`config.mk`:
```
export PLATFORM = sky130hd
export DESIGN_NAME = brightness_curve_register_writer_flat
export DESIGN_NICKNAME = d
export VERILOG_FILES = /design/src/hdl/bcrw_pkg.sv /design/src/hdl/bcrw_ifs.sv /design/src/hdl/bcrw_emit.sv /design/src/hdl/brightness_curve_register_writer.sv /design/src/flat_wrapper.sv
export SDC_FILE = /design/constraint.sdc
export NUM_CORES = 2
export LEC_CHECK = 0
export BUFFER_PORTS_ARGS = -buffer_cell sky130_fd_sc_hd__buf_4
export CAP_MARGIN = 20
export CORE_MARGIN = 5
export CORE_UTILIZATION = 35
export DETAILED_ROUTE_END_ITERATION = 8
export HOLD_SLACK_MARGIN = 0.02
export SLEW_MARGIN = 20
export SYNTH_ARGS = -nofsm -noshare
export SYNTH_HDL_FRONTEND = slang
export SYNTH_SLANG_ARGS = --single-unit
```
`constraint.sdc`:
```
create_clock -name clk -period 13.8 [get_ports clk]
set_input_delay 0 -clock clk [delete_from_list [all_inputs] [get_ports clk]]
set_output_delay 0 -clock clk [all_outputs]
set_load 0.005 [all_outputs]
```
`src/hdl/bcrw_pkg.sv`:
```
package bcrw_pkg;

  // field widths fixed by the device register map
  localparam int BRIGHT_W = 9;
  localparam int IDX_W    = 5;
  localparam int CODE_W   = 16;
  localparam int BYTE_W   = 8;
  localparam int ENT_W    = 6;

  // default geometry of the curve
  localparam int DEF_TABLE_DEPTH = 32;
  localparam int DEF_STEP_SIZE   = 10;

  // device register addresses
  localparam logic [BYTE_W-1:0] REG_B_LSB   = 8'h22;
  localparam logic [BYTE_W-1:0] REG_B_MSB   = 8'h23;
  localparam logic [BYTE_W-1:0] REG_BOOST   = 8'h1A;
  localparam logic [BYTE_W-1:0] REG_PWM     = 8'h1C;
  localparam logic [BYTE_W-1:0] REG_BANK_EN = 8'h24;

  // bit of the bank enable byte that turns on bank B brightness writes
  localparam int BANK_B_BIT = 1;

  // configuration port
  localparam int CFG_IDX_W  = 2;
  localparam int CFG_DATA_W = 8;

  typedef enum logic [CFG_IDX_W-1:0] {
    CFG_BOOST,
    CFG_PWM,
    CFG_BANK_EN,
    CFG_ENTRIES
  } cfg_idx_t;

  // input operation codes
  localparam logic OP_LOAD = 1'b0;
  localparam logic OP_SET  = 1'b1;

  typedef struct packed {
    logic [BYTE_W-1:0] boost_setting;
    logic [BYTE_W-1:0] pwm_setting;
    logic [BYTE_W-1:0] bank_enable_mask;
    logic [ENT_W-1:0]  table_entries;
  } cfg_t;

  // one finished set request handed to the write sequencer
  typedef struct packed {
    logic [CODE_W-1:0] code;
    logic              bright_nz;
  } emit_item_t;

endpackage

```
`src/hdl/bcrw_ifs.sv`:
```
interface bcrw_in_if import bcrw_pkg::*; ();
  logic                valid;
  logic                ready;
  logic                op;
  logic [BRIGHT_W-1:0] brightness;
  logic [IDX_W-1:0]    entry_index;
  logic [CODE_W-1:0]   entry_value;

  modport source (output valid, op, brightness, entry_index, entry_value, input ready);
  modport sink (input valid, op, brightness, entry_index, entry_value, output ready);
endinterface

interface bcrw_out_if import bcrw_pkg::*; ();
  logic              valid;
  logic              ready;
  logic [BYTE_W-1:0] reg_address;
  logic [BYTE_W-1:0] reg_data;
  logic [CODE_W-1:0] interp_code;
  logic              last;

  modport source (output valid, reg_address, reg_data, interp_code, last, input ready);
  modport sink (input valid, reg_address, reg_data, interp_code, last, output ready);
endinterface

```
`src/hdl/bcrw_emit.sv`:
```
module bcrw_emit import bcrw_pkg::*; (
  input  logic       clk,
  input  logic       rst,
  input  cfg_t       cfg,
  input  logic       item_valid,
  input  emit_item_t item,
  output logic       item_free,
  bcrw_out_if.source wr
);

  typedef enum logic [2:0] {
    SLOT_B_LSB,
    SLOT_B_MSB,
    SLOT_BOOST,
    SLOT_PWM,
    SLOT_BANK_EN
  } slot_t;

  logic              busy;
  logic              enabled;
  slot_t             slot;
  slot_t             slot_end;
  logic [CODE_W-1:0] code;
  logic              bank_b;
  logic              is_last;
  logic              take;

  assign bank_b    = cfg.bank_enable_mask[BANK_B_BIT];
  assign is_last   = (slot == slot_end);
  assign item_free = !busy || (wr.ready && is_last);
  assign take      = item_valid && item_free;

  // write sequence: bank B pair if bank B is on, then the re-enable triple if the device was off
  always_ff @(posedge clk) begin
    if (rst) begin
      busy     <= 1'b0;
      enabled  <= 1'b1;
      slot     <= SLOT_B_LSB;
      slot_end <= SLOT_B_LSB;
    end else begin
      priority if (take) begin
        busy     <= bank_b || !enabled;
        slot     <= bank_b ? SLOT_B_LSB : SLOT_BOOST;
        slot_end <= enabled ? SLOT_B_MSB : SLOT_BANK_EN;
        enabled  <= item.bright_nz;
        code     <= item.code;
      end else if (busy && wr.ready) begin
        if (is_last) begin
          busy <= 1'b0;
        end else begin
          slot <= slot_t'(slot + 3'd1);
        end
      end
    end
  end

  // address and data of the current write
  always_comb begin
    case (slot)
      SLOT_B_LSB: begin
        wr.reg_address = REG_B_LSB;
        wr.reg_data    = {5'd0, code[2:0]};
      end
      SLOT_B_MSB: begin
        wr.reg_address = REG_B_MSB;
        wr.reg_data    = code[10:3];
      end
      SLOT_BOOST: begin
        wr.reg_address = REG_BOOST;
        wr.reg_data    = cfg.boost_setting;
      end
      SLOT_PWM: begin
        wr.reg_address = REG_PWM;
        wr.reg_data    = cfg.pwm_setting;
      end
      SLOT_BANK_EN: begin
        wr.reg_address = REG_BANK_EN;
        wr.reg_data    = cfg.bank_enable_mask;
      end
      default: begin
        wr.reg_address = '0;
        wr.reg_data    = '0;
      end
    endcase
  end

  assign wr.valid       = busy;
  assign wr.interp_code = code;
  assign wr.last        = is_last;

endmodule

```
`src/hdl/brightness_curve_register_writer.sv`:
```
// Backlight curve interpolator and register write generator.
// req: a load (op 0) stores entry_value at entry_index in the curve memory
// and produces nothing; a set (op 1) interpolates the curve at brightness and
// produces zero to five register writes on wr, the final one marked by last.
// cfg_we/cfg_index/cfg_data write the four settings; change them only while
// no request is in flight.
// A set passes a ten stage pipeline, then the write sequencer offers its
// writes on wr. Throughput: one request per cycle while the sequencer keeps
// up; a set holds the sequencer until each of its writes has been taken on
// wr (five when re-enabling with bank B on), and the sequencer takes the next
// set with the last write of the one before. The sequencer with its single
// output port sets that limit.
// A stalled receiver freezes the whole pipeline, bubbles included, once its
// last stage holds a set the sequencer cannot take; req.ready drops with it.
// Reset empties the pipeline, marks the device enabled and loads the setting
// defaults (two table entries); the curve memory keeps its contents and must
// be loaded before use.
module brightness_curve_register_writer import bcrw_pkg::*; #(
  parameter int TABLE_DEPTH = DEF_TABLE_DEPTH,
  parameter int STEP_SIZE   = DEF_STEP_SIZE
) (
  input  logic                  clk,
  input  logic                  rst,
  input  logic                  cfg_we,
  input  logic [CFG_IDX_W-1:0]  cfg_index,
  input  logic [CFG_DATA_W-1:0] cfg_data,
  bcrw_in_if.sink               req,
  bcrw_out_if.source            wr
);

  localparam int IW  = (TABLE_DEPTH > 2) ? $clog2(TABLE_DEPTH) : 1;
  localparam int RW  = $clog2(STEP_SIZE);
  localparam int EW  = $clog2(TABLE_DEPTH + 1);
  localparam int MXW = $clog2(STEP_SIZE * TABLE_DEPTH + 1);
  localparam int BW  = BRIGHT_W;
  // reciprocal for the brightness split
  localparam int K1    = BW + 1;
  localparam int PW1   = BW + K1;
  localparam int RECIP1 = (1 << K1) / STEP_SIZE;
  // reciprocal for the slope scaling
  localparam int MW    = CODE_W + RW;
  localparam int K2    = MW + 1;
  localparam int PW2   = MW + K2;
  localparam int RECIP2 = (1 << K2) / STEP_SIZE;

  cfg_t cfg;

  // settings derived from the entry count
  logic [EW-1:0]  ent_c;
  logic [IW-1:0]  ent_m1;
  logic [MXW-1:0] maxb;

  logic adv;
  logic emit_free;

  // pipeline registers
  logic              v1, v2, v3, v4, v5, v6, v7, v8, v9, v10;
  logic              op1, op2, op3, op4, op5;
  logic [BW-1:0]     br1, br2, br3, br4;
  logic [IDX_W-1:0]  idx1, idx2, idx3, idx4, idx5;
  logic [CODE_W-1:0] val1, val2, val3, val4, val5;
  logic [BW-1:0]     q3, q4;
  logic [BW-1:0]     p4;
  logic [IW-1:0]     lo5, hi5;
  logic [RW-1:0]     rem5, rem6;
  logic              nz5, nz6, nz7, nz8, nz9, nz10;
  logic [CODE_W-1:0] c1_6, c2_6, c1_7, c1_8, c1_9;
  logic              neg7, neg8, neg9;
  logic [MW-1:0]     mag7, mag8, mag9;
  logic [MW-1:0]     q8, q9, p9;
  logic [CODE_W-1:0] code10;

  logic [CODE_W-1:0] curve_mem [TABLE_DEPTH];

  // combinational stage results
  logic [BW-1:0]     br_sat;
  logic [BW-1:0]     q_est1;
  logic [BW-1:0]     rem_raw;
  logic              fix1;
  logic [BW-1:0]     lo_full;
  logic [IW-1:0]     lo_c, hi_c;
  logic [RW-1:0]     rem_c;
  logic              idx_ok;
  logic              neg_d;
  logic [CODE_W-1:0] absd;
  logic [MW-1:0]     q_est2;
  logic [MW-1:0]     r_raw;
  logic [MW-1:0]     q_fin;
  logic [CODE_W-1:0] code_d;

  emit_item_t item;

  // configuration writes
  always_ff @(posedge clk) begin
    if (rst) begin
      cfg.boost_setting    <= '0;
      cfg.pwm_setting      <= '0;
      cfg.bank_enable_mask <= '0;
      cfg.table_entries    <= ENT_W'(2);
    end else if (cfg_we) begin
      unique case (cfg_idx_t'(cfg_index))
        CFG_BOOST:   cfg.boost_setting    <= cfg_data;
        CFG_PWM:     cfg.pwm_setting      <= cfg_data;
        CFG_BANK_EN: cfg.bank_enable_mask <= cfg_data;
        CFG_ENTRIES: cfg.table_entries    <= cfg_data[ENT_W-1:0];
      endcase
    end
  end

  // entry count clamped to 2..TABLE_DEPTH
  always_comb begin
    if (32'(cfg.table_entries) < 2) begin
      ent_c = EW'(2);
    end else if (32'(cfg.table_entries) > TABLE_DEPTH) begin
      ent_c = EW'(TABLE_DEPTH);
    end else begin
      ent_c = EW'(cfg.table_entries);
    end
  end

  always_ff @(posedge clk) begin
    ent_m1 <= IW'(ent_c - EW'(1));
    maxb   <= MXW'((32'(ent_c) - 32'd1) * STEP_SIZE);
  end

  // stage arithmetic
  always_comb begin
    br_sat = (32'(br1) > 32'(maxb)) ? BW'(maxb) : br1;
    q_est1 = BW'((PW1'(br2) * PW1'(RECIP1)) >> K1);

    rem_raw = br4 - p4;
    fix1    = (32'(rem_raw) >= STEP_SIZE);
    lo_full = q4 + BW'(fix1);
    rem_c   = fix1 ? RW'(32'(rem_raw) - STEP_SIZE) : RW'(rem_raw);
    lo_c    = (32'(lo_full) > 32'(ent_m1)) ? ent_m1 : IW'(lo_full);
    hi_c    = (lo_c == ent_m1) ? ent_m1 : IW'(lo_c + IW'(1));

    idx_ok  = (32'(idx5) < TABLE_DEPTH);

    neg_d   = (c2_6 < c1_6);
    absd    = neg_d ? (c1_6 - c2_6) : (c2_6 - c1_6);
    q_est2  = MW'((PW2'(mag7) * PW2'(RECIP2)) >> K2);

    r_raw   = mag9 - p9;
    q_fin   = q9 + MW'(32'(r_raw) >= STEP_SIZE);
    code_d  = neg9 ? (c1_9 - CODE_W'(q_fin)) : (c1_9 + CODE_W'(q_fin));
  end

  assign adv       = !v10 || emit_free;
  assign req.ready = adv;

  // pipeline occupancy; loads leave after the memory stage
  always_ff @(posedge clk) begin
    if (rst) begin
      {v1, v2, v3, v4, v5, v6, v7, v8, v9, v10} <= '0;
    end else if (adv) begin
      v1  <= req.valid;
      v2  <= v1;
      v3  <= v2;
      v4  <= v3;
      v5  <= v4;
      v6  <= v5 && (op5 == OP_SET);
      v7  <= v6;
      v8  <= v7;
      v9  <= v8;
      v10 <= v9;
    end
  end

  // pipeline payload
  always_ff @(posedge clk) begin
    if (adv) begin
      op1  <= req.op;
      br1  <= req.brightness;
      idx1 <= req.entry_index;
      val1 <= req.entry_value;

      op2  <= op1;
      br2  <= br_sat;
      idx2 <= idx1;
      val2 <= val1;

      op3  <= op2;
      br3  <= br2;
      idx3 <= idx2;
      val3 <= val2;
      q3   <= q_est1;

      op4  <= op3;
      br4  <= br3;
      idx4 <= idx3;
      val4 <= val3;
      q4   <= q3;
      p4   <= BW'(32'(q3) * STEP_SIZE);

      op5  <= op4;
      idx5 <= idx4;
      val5 <= val4;
      lo5  <= lo_c;
      hi5  <= hi_c;
      rem5 <= rem_c;
      nz5  <= (br4 != '0);

      rem6 <= rem5;
      nz6  <= nz5;

      neg7 <= neg_d;
      c1_7 <= c1_6;
      mag7 <= MW'(MW'(absd) * MW'(rem6));
      nz7  <= nz6;

      neg8 <= neg7;
      c1_8 <= c1_7;
      mag8 <= mag7;
      q8   <= q_est2;
      nz8  <= nz7;

      neg9 <= neg8;
      c1_9 <= c1_8;
      mag9 <= mag8;
      q9   <= q8;
      p9   <= MW'(PW2'(q8) * PW2'(STEP_SIZE));
      nz9  <= nz8;

      code10 <= code_d;
      nz10   <= nz9;
    end
  end

  // curve memory: one write port, two registered read ports
  always_ff @(posedge clk) begin
    if (adv) begin
      if (v5 && (op5 == OP_LOAD) && idx_ok) begin
        curve_mem[IW'(idx5)] <= val5;
      end
      c1_6 <= curve_mem[lo5];
      c2_6 <= curve_mem[hi5];
    end
  end

  assign item.code      = code10;
  assign item.bright_nz = nz10;

  bcrw_emit u_emit (
    .clk        (clk),
    .rst        (rst),
    .cfg        (cfg),
    .item_valid (v10),
    .item       (item),
    .item_free  (emit_free),
    .wr         (wr)
  );

  // brightness split needs at most one correction step
  a_split_rem: assert property (@(posedge clk) disable iff (rst)
    v4 |-> (32'(rem_raw) < 2 * STEP_SIZE))
    else $error("brightness quotient estimate off by more than one");

  // slope scaling needs at most one correction step
  a_scale_rem: assert property (@(posedge clk) disable iff (rst)
    v9 |-> (32'(r_raw) < 2 * STEP_SIZE))
    else $error("slope quotient estimate off by more than one");

  // a finished code waits in the last stage while the sequencer is busy
  a_last_hold: assert property (@(posedge clk) disable iff (rst)
    (v10 && !emit_free) |=> (v10 && $stable(code10)))
    else $error("pending result lost while sequencer busy");

endmodule
```
`src/flat_wrapper.sv`:
```
// flat-port wrapper written by rule: the top's interface ports become plain ports
module brightness_curve_register_writer_flat import bcrw_pkg::*;
#(
  parameter int TABLE_DEPTH = DEF_TABLE_DEPTH,
  parameter int STEP_SIZE   = DEF_STEP_SIZE
)
  (clk, rst, cfg_we, cfg_index, cfg_data, req_valid, req_op, req_brightness, req_entry_index, req_entry_value, req_ready, wr_valid, wr_reg_address, wr_reg_data, wr_interp_code, wr_last, wr_ready);
  bcrw_in_if req_i ();
  bcrw_out_if wr_i ();
  input  logic clk;
  input  logic rst;
  input  logic cfg_we;
  input  logic [CFG_IDX_W-1:0] cfg_index;
  input  logic [CFG_DATA_W-1:0] cfg_data;
  input wire logic [$bits(req_i.valid)-1:0] req_valid;
  input wire logic [$bits(req_i.op)-1:0] req_op;
  input wire logic [$bits(req_i.brightness)-1:0] req_brightness;
  input wire logic [$bits(req_i.entry_index)-1:0] req_entry_index;
  input wire logic [$bits(req_i.entry_value)-1:0] req_entry_value;
  output wire logic [$bits(req_i.ready)-1:0] req_ready;
  output wire logic [$bits(wr_i.valid)-1:0] wr_valid;
  output wire logic [$bits(wr_i.reg_address)-1:0] wr_reg_address;
  output wire logic [$bits(wr_i.reg_data)-1:0] wr_reg_data;
  output wire logic [$bits(wr_i.interp_code)-1:0] wr_interp_code;
  output wire logic [$bits(wr_i.last)-1:0] wr_last;
  input wire logic [$bits(wr_i.ready)-1:0] wr_ready;
  assign req_i.valid = req_valid;
  assign req_i.op = req_op;
  assign req_i.brightness = req_brightness;
  assign req_i.entry_index = req_entry_index;
  assign req_i.entry_value = req_entry_value;
  assign req_ready = req_i.ready;
  assign wr_valid = wr_i.valid;
  assign wr_reg_address = wr_i.reg_address;
  assign wr_reg_data = wr_i.reg_data;
  assign wr_interp_code = wr_i.interp_code;
  assign wr_last = wr_i.last;
  assign wr_i.ready = wr_ready;
  brightness_curve_register_writer #(.TABLE_DEPTH(TABLE_DEPTH), .STEP_SIZE(STEP_SIZE)) u_core (.clk(clk), .rst(rst), .cfg_we(cfg_we), .cfg_index(cfg_index), .cfg_data(cfg_data), .req(req_i), .wr(wr_i));
endmodule
```
Yosys cells after proc, flatten, opt, wreduce, memory -nomap -nowiden
Memory sizes are Yosys's and may differ from the RTL's. A register that Yosys moved wholly into a read port is not among the register bits.
Index checks and enable logic that the tools add are counted.
- $add $sub $neg: 13
- multipliers: 6
- div/mod/pow operators: 0
- $lt $le $gt $ge: 7
- eq/ne operators: 10
- shift-type cells: 0
- muxes and demuxes: 21
- bitwise operators: 2
- reductions and logical operators: 23
- operator list (kind ; number):
    $sub 16x16->16 ; 3
    $pmux 8 s5 ; 1
    $mul 20x18->38 const B ; 1
    $mul 32x3->8 const B ; 1
    $mux 16 ; 2
    $pmux 6 s5 ; 1
    $ge 20x4->1 const B ; 1
    $mul 16x4->20 ; 1
    $sub 20x20->20 ; 1
    $mul 17x3->19 const B ; 1
    $add 16x1->16 ; 1
    $add 16x16->16 ; 1
    $lt 16x16->1 ; 1
    $mul 9x6->15 const B ; 1
    $reduce_and 2->1 ; 7
    $mux 3 ; 4
    $mux 6 ; 2
    $mux 5 ; 2
    $ge 9x4->1 const B ; 1
    $gt 9x5->1 ; 1
    $gt 9x9->1 ; 1
    $mux 9 ; 1
    $reduce_bool 9->1 ; 1
    $sub 9x9->9 ; 1
    27 further kinds ; 44
- register bits: 446
- latch bits: 0
- memory bits (writable): 512
- ROM bits: 0
- input bits: 46
- output and inout port bits: 35
- word-level logic and storage cells: 150
- memories: 1
- memory list (memory ; words ; width ; rd ports ; clocked after Yosys merged registers in ; write ports ; line ; RTL):
    u_core.curve_mem ; 32 ; 16 ; 2 ; 2 ; 1 ; brightness_curve_register_writer.sv:73 ; logic [CODE_W-1:0] curve_mem [TABLE_DEPTH];

Longest topological paths before layout
- depth after elaboration: 7
- mapped depth: 32
- gate-level depth less buffers: 32

Modules after synthesis
From an unflattened synthesis, not the netlist that was laid out.
- cell total of the unflattened synthesis: 3418
- area, all modules: 52846.9 µm²
- modules (own cells, without submodules) (module ; instances ; cells an instance ; area an instance (µm²) ; sequential area each (µm²)):
    brightness_curve_register_writer ; 1 ; 3307 ; 51608.2 ; 28257.1
    bcrw_emit ; 1 ; 111 ; 1238.7 ; 620.6

Least setup slack after synthesis
Ideal clock, no wire load.
- path type: reg-to-reg
- start: register u_core.u_emit.slot[0]
- end: register u_core.v3
- setup time: 0.152 ns
- arrival: 12.917 ns
- required time: 13.648 ns
- slack: 0.730 ns
- cell stages (with the launch flop): 8
- buffers on the path: 1
- period minus slack after synthesis: 13.070 ns
- cell sequence: dfxtp_1 xor2_1 nor3_1 nand2_1 nand3_1 buf_1 mux2i_1 nor2_1
- cells in the longest elaborated chain, start to end: 4
- RTL lines (item ; line ; RTL):
    from (decl) ; bcrw_emit.sv:21 ; slot_t slot;
    from (signal assigned) ; bcrw_emit.sv:43 ; slot <= bank_b ? SLOT_B_LSB : SLOT_BOOST;
    from (signal assigned) ; bcrw_emit.sv:51 ; slot <= slot_t'(slot + 3'd1);
    $eq 3x3->1 ; bcrw_emit.sv:29 ; assign is_last = (slot == slot_end);
    via wr_last ; flat_wrapper.sv:25 ; output wire logic [$bits(wr_i.last)-1:0] wr_last;
    $logic_and 1x1->1 ; bcrw_emit.sv:30 ; assign item_free = !busy || (wr.ready && is_last);
    $logic_or 1x1->1 ; bcrw_emit.sv:30 ;
    $logic_or 1x1->1 ; brightness_curve_register_writer.sv:149 ; assign adv = !v10 || emit_free;
    via req_ready ; flat_wrapper.sv:20 ; output wire logic [$bits(req_i.ready)-1:0] req_ready;
    to (signal assigned) ; brightness_curve_register_writer.sv:159 ; v3 <= v2;
    to (decl) ; brightness_curve_register_writer.sv:57 ; logic v1, v2, v3, v4, v5, v6, v7, v8, v9, v10;
The timed path passes the listed nets, and every way through them passes these cells.
A chain may end at the register's enable or synchronous reset.

Worst setup path after layout
- start: register u_core.mag9[1]
- end: register u_core.code10[14], data pin
- cells in the longest elaborated chain, start to end: 5
- elaborated cells between the ends (all ways): 6
- classes of those cells: add/sub: 4; order compare: 1; mux: 1
- RTL lines (item ; line ; RTL):
    from (decl) ; brightness_curve_register_writer.sv:69 ; logic [MW-1:0] mag7, mag8, mag9;
    from (signal assigned) ; brightness_curve_register_writer.sv:220 ; mag9 <= mag8;
    $sub 20x20->20 (*) ; brightness_curve_register_writer.sv:144 ; r_raw = mag9 - p9;
    $ge 20x4->1 (*) ; brightness_curve_register_writer.sv:145 ; q_fin = q9 + MW'(32'(r_raw) >= STEP_SIZE);
    $add 16x1->16 (*) ; brightness_curve_register_writer.sv:145 ;
    $add 16x16->16 / $sub 16x16->16 (equally long branches) ; brightness_curve_register_writer.sv:146 ; code_d = neg9 ? (c1_9 - CODE_W'(q_fin)) : (c1_9 + CODE_W'(q_fin));
    $mux 16 (*) ; brightness_curve_register_writer.sv:146 ;
    via u_core.code_d[14] ; brightness_curve_register_writer.sv:89 ; logic [CODE_W-1:0] code_d;
    to (signal assigned) ; brightness_curve_register_writer.sv:225 ; code10 <= code_d;
    to (decl) ; brightness_curve_register_writer.sv:71 ; logic [CODE_W-1:0] code10;
Mark *: on every way through the listed nets, which the timed path passes. The rest lies on a longest branch.

==> results.tsv <==
stage	metric	value	unit
sta	Fin. Hold Viols	0	
clocking	post-CTS setup buffers	0	
synth	register area share after synthesis	54.43	%
synth	Mapped Avg Cell Area	15.33	sq um
clocking	Longest Clk Path Bufs	3	
setup_path	FF-to-FF Start	u_core.mag9[1]	
sta	RSZ-0062 raised after global routing	false	
synth	Yosys warning total	0	
setup_path	CP Capture Type	flip-flop	
synth	synth unique cells	84	
setup_path	R2R Path End	u_core.code10[14]	
global_routing	GRT overflow	0	
placement	Final HPWL DP	79.68	mm
sta	period utilisation layout	52.08	%
setup_path	Worst Path Required	14.25	ns
run	max-cap viol count	0	
setup_path	Reg2Reg Depth	31	
floorplanning	I/O Pins	81	
detailed_routing	antenna-violating nets left	0	
synth	Async S/R FF share, synth	0	%
sta	Slew HR	29.19	%
min_path	HP Class	in -> reg	
clocking	CTS Root Cell	clkbuf_16	
cells_and_area	Area Overhead vs Synth	13.59	%
global_routing	largest net degree at the start of global routing	140	
sta	min cycle time layout	7.187	ns
synth	top cells by area, synth	edfxtp_1 52%, mux4_2 14%, ha_1 8.3%	
status	status	completed	
placement	Post-Place Worst Slack	6.635	ns
detailed_routing	DRC viols	0	
setup_path	critical path's largest stage delay	0.58	ns
floorplanning	Rows	142	
cells_and_area	design area	60270	sq um
cells_and_area	final net count	4204	
floorplanning	Initial Utilization	35.30	%
clocking	TritonCTS Buffers	102	
setup_path	crit-path max FO	5	
placement	Post-DP Area	56150	sq um
sta	setup TNS	0	ns
cells_and_area	commonest non-fill, non-tap cell in the layout	edfxtp_1	
setup_path	type of origin of the critical path	flip-flop	
detailed_routing	drt pass-1 iters	5	
cells_and_area	share of cells above drive strength 1	18.40	%
sta	PnR worst setup slack	6.613	ns
setup_path	beginning of the critical path	u_core.mag9[1]	
setup_path	crit path DAT	7.63	ns
detailed_routing	via count	29380	
synth	#FFs+latches synth	981	
clocking	CTS tree	built	
synth	Mapped Cells	3460	
setup_path	R2R setup slack	6.61	ns
setup_path	Most common cell on crit path	ha_1	
synth	dominant cell type by area after synthesis	edfxtp_1	
synth	ys flop type	edfxtp_1	
global_routing	initial antenna violation count	3	
sta	FMAX	139.1	MHz
floorplanning	Core Region	150300	sq um
placement	IO Port Bufs	78	
global_routing	first-pass GRT wire length	187.1	mm
global_routing	GRT Resource Usage Total	15.41	%
sta	Worst Max-Slew Pin Slew	1.062	ns
floorplanning	DIE AREA	159500	sq um
synth	post-synth top area share	52.24	%
placement	gp weighted congestion	0.8675	
setup_path	worst setup path category	reg -> reg	
cells_and_area	most frequent cells in the layout	923 x edfxtp_1, 388 x inv_1, 353 x ha_1	
detailed_routing	WL final	121.9	mm
setup_path	CP max-delay cell	or4_1	
sta	Final setup viols	0	
floorplanning	Die Span X	399.3	microns
global_routing	via count of the first global-routing pass	30630	
clocking	worst skew pair latency	0.74	ns
clocking	htree depth	3	
floorplanning	Die H	399.3	microns
clocking	clock slew at reported path FFs	0.06	ns
cells_and_area	ant diodes	0	
sta	skew final	0.07353	ns
synth	mapped cell area	53060	sq um
detailed_routing	Initial DRC Count	2204	
sta	Max Slew Vio Count	0	
synth	EDFF count, synth	923	
detailed_routing	Vias/cell	5.124	
setup_path	CP Capture Point	u_core.code10[14]	
detailed_routing	post-DR wirelength/cell	21.26	microns
clocking	Clock Sinks	981	
## kinds of logic after synthesis
group           count (synthesis)  synth area share (%)
xor+xnor                      138                 2.278
buf+inv                       515                 3.733
fa+ha+maj                     524                 14.78
mux                           415                 15.48
simple gates                  513                 4.651
other cells                     1              0.007068
flops                         981                 54.43
compound gates                373                 4.641
## worst min-delay path by stage
stage	startpoint	to	slack, ns	depth (start not counted)
2_1_floorplan	req_brightness[0]	u_core.br1[0]	0.1	0
3_3_place_gp	req_entry_value[14]	u_core.val1[14]	0.18	1
3_5_place_dp	req_entry_value[8]	u_core.val1[8]	0.18	1
4_1_cts	req_entry_index[3]	u_core.idx1[3]	0.03	2
5_1_grt	req_entry_index[3]	u_core.idx1[3]	0.04	2
6_report	req_entry_index[3]	u_core.idx1[3]	0.08	2
## final cells by class
type / instances / area (sq um)
Clock buffer: 127 / 2698
Clock inverter: 61 / 625.6
Fill cell: 13780 / 90040
Inverter: 389 / 1460
Multi-Input combinational cell: 1966 / 22370
Sequential cell: 981 / 28880
Tap cell: 2016 / 2522
Timing Repair Buffer: 194 / 1709
## registers in the layout, indices dropped and copies added, names as in the netlist, 16 cells and up
signal,cells
u_core.q8,17
u_core.cfg,30
u_core.val2,16
u_core.mag9,19
u_core.u_emit.wr.interp_code,16
u_core.mag7,20
u_core.code10,16
u_core.p9,19
u_core.c2_6,16
u_core.mag8,19
u_core.c1_7,16
u_core.c1_9,16
u_core.c1_8,16
u_core.curve_mem,512
u_core.c1_6,16
u_core.val4,16
u_core.val5,16
u_core.val3,16
u_core.val1,16
## worst max-delay path: cells and delay by family (launching register included)
kind / cells / cell delay [ns]
AO/OA/AOI/OAI: 9 / 1.98
XOR/XNOR: 3 / 0.67
adder cells (fa/ha/maj): 5 / 1.39
buffers and inverters: 2 / 0.12
flip-flops: 1 / 0.35
AND/OR/NAND/NOR: 12 / 2.41
## cells in the mapped netlist, types with 16 or more instances
cell and instances:
edfxtp_1 923, inv_1 388, ha_1 353, mux4_2 320, fa_1 171, nor2_1 169
nand2_1 114, a21oi_1 112, xnor2_1 85, clkbuf_1 78, o21ai_0 62, dfxtp_1 58
xor2_1 53, mux2i_1 49, mux2_2 46, a21o_1 44, nand3_1 44, nor3_1 31
buf_1 30, nor2b_1 25, and3_1 22, nand2b_1 18, a31oi_1 16, and2_1 16
o21bai_1 16, or3_1 16
## per-layer routing
metal  global-route usage [%]  share of wire (%)
met1                    21.02                 44
met2                    26.18                 49
met3                    2.259                5.0
met4                    3.528                2.0
met5                        0                  0
## per-stage QoR
step	cells	utilization, %	hold slack, ns
global route	5734	40.09	0.04075
CTS	5733	40.08	0.03224
global placement	5467	37.35	0.1795
detailed placement	5467	37.35	0.1795
finish	5734	40.09	0.08385
floorplan	3462	-	0.09887
## timing repair
action,CTS,global route
gates resized for setup,0,0
endpoints found under the hold margin,78,0
hold buffers,78,0
Power is left out: the tool's default activity adds up to more than one toggle a clock period on the data nets, which glitch-free logic cannot reach.
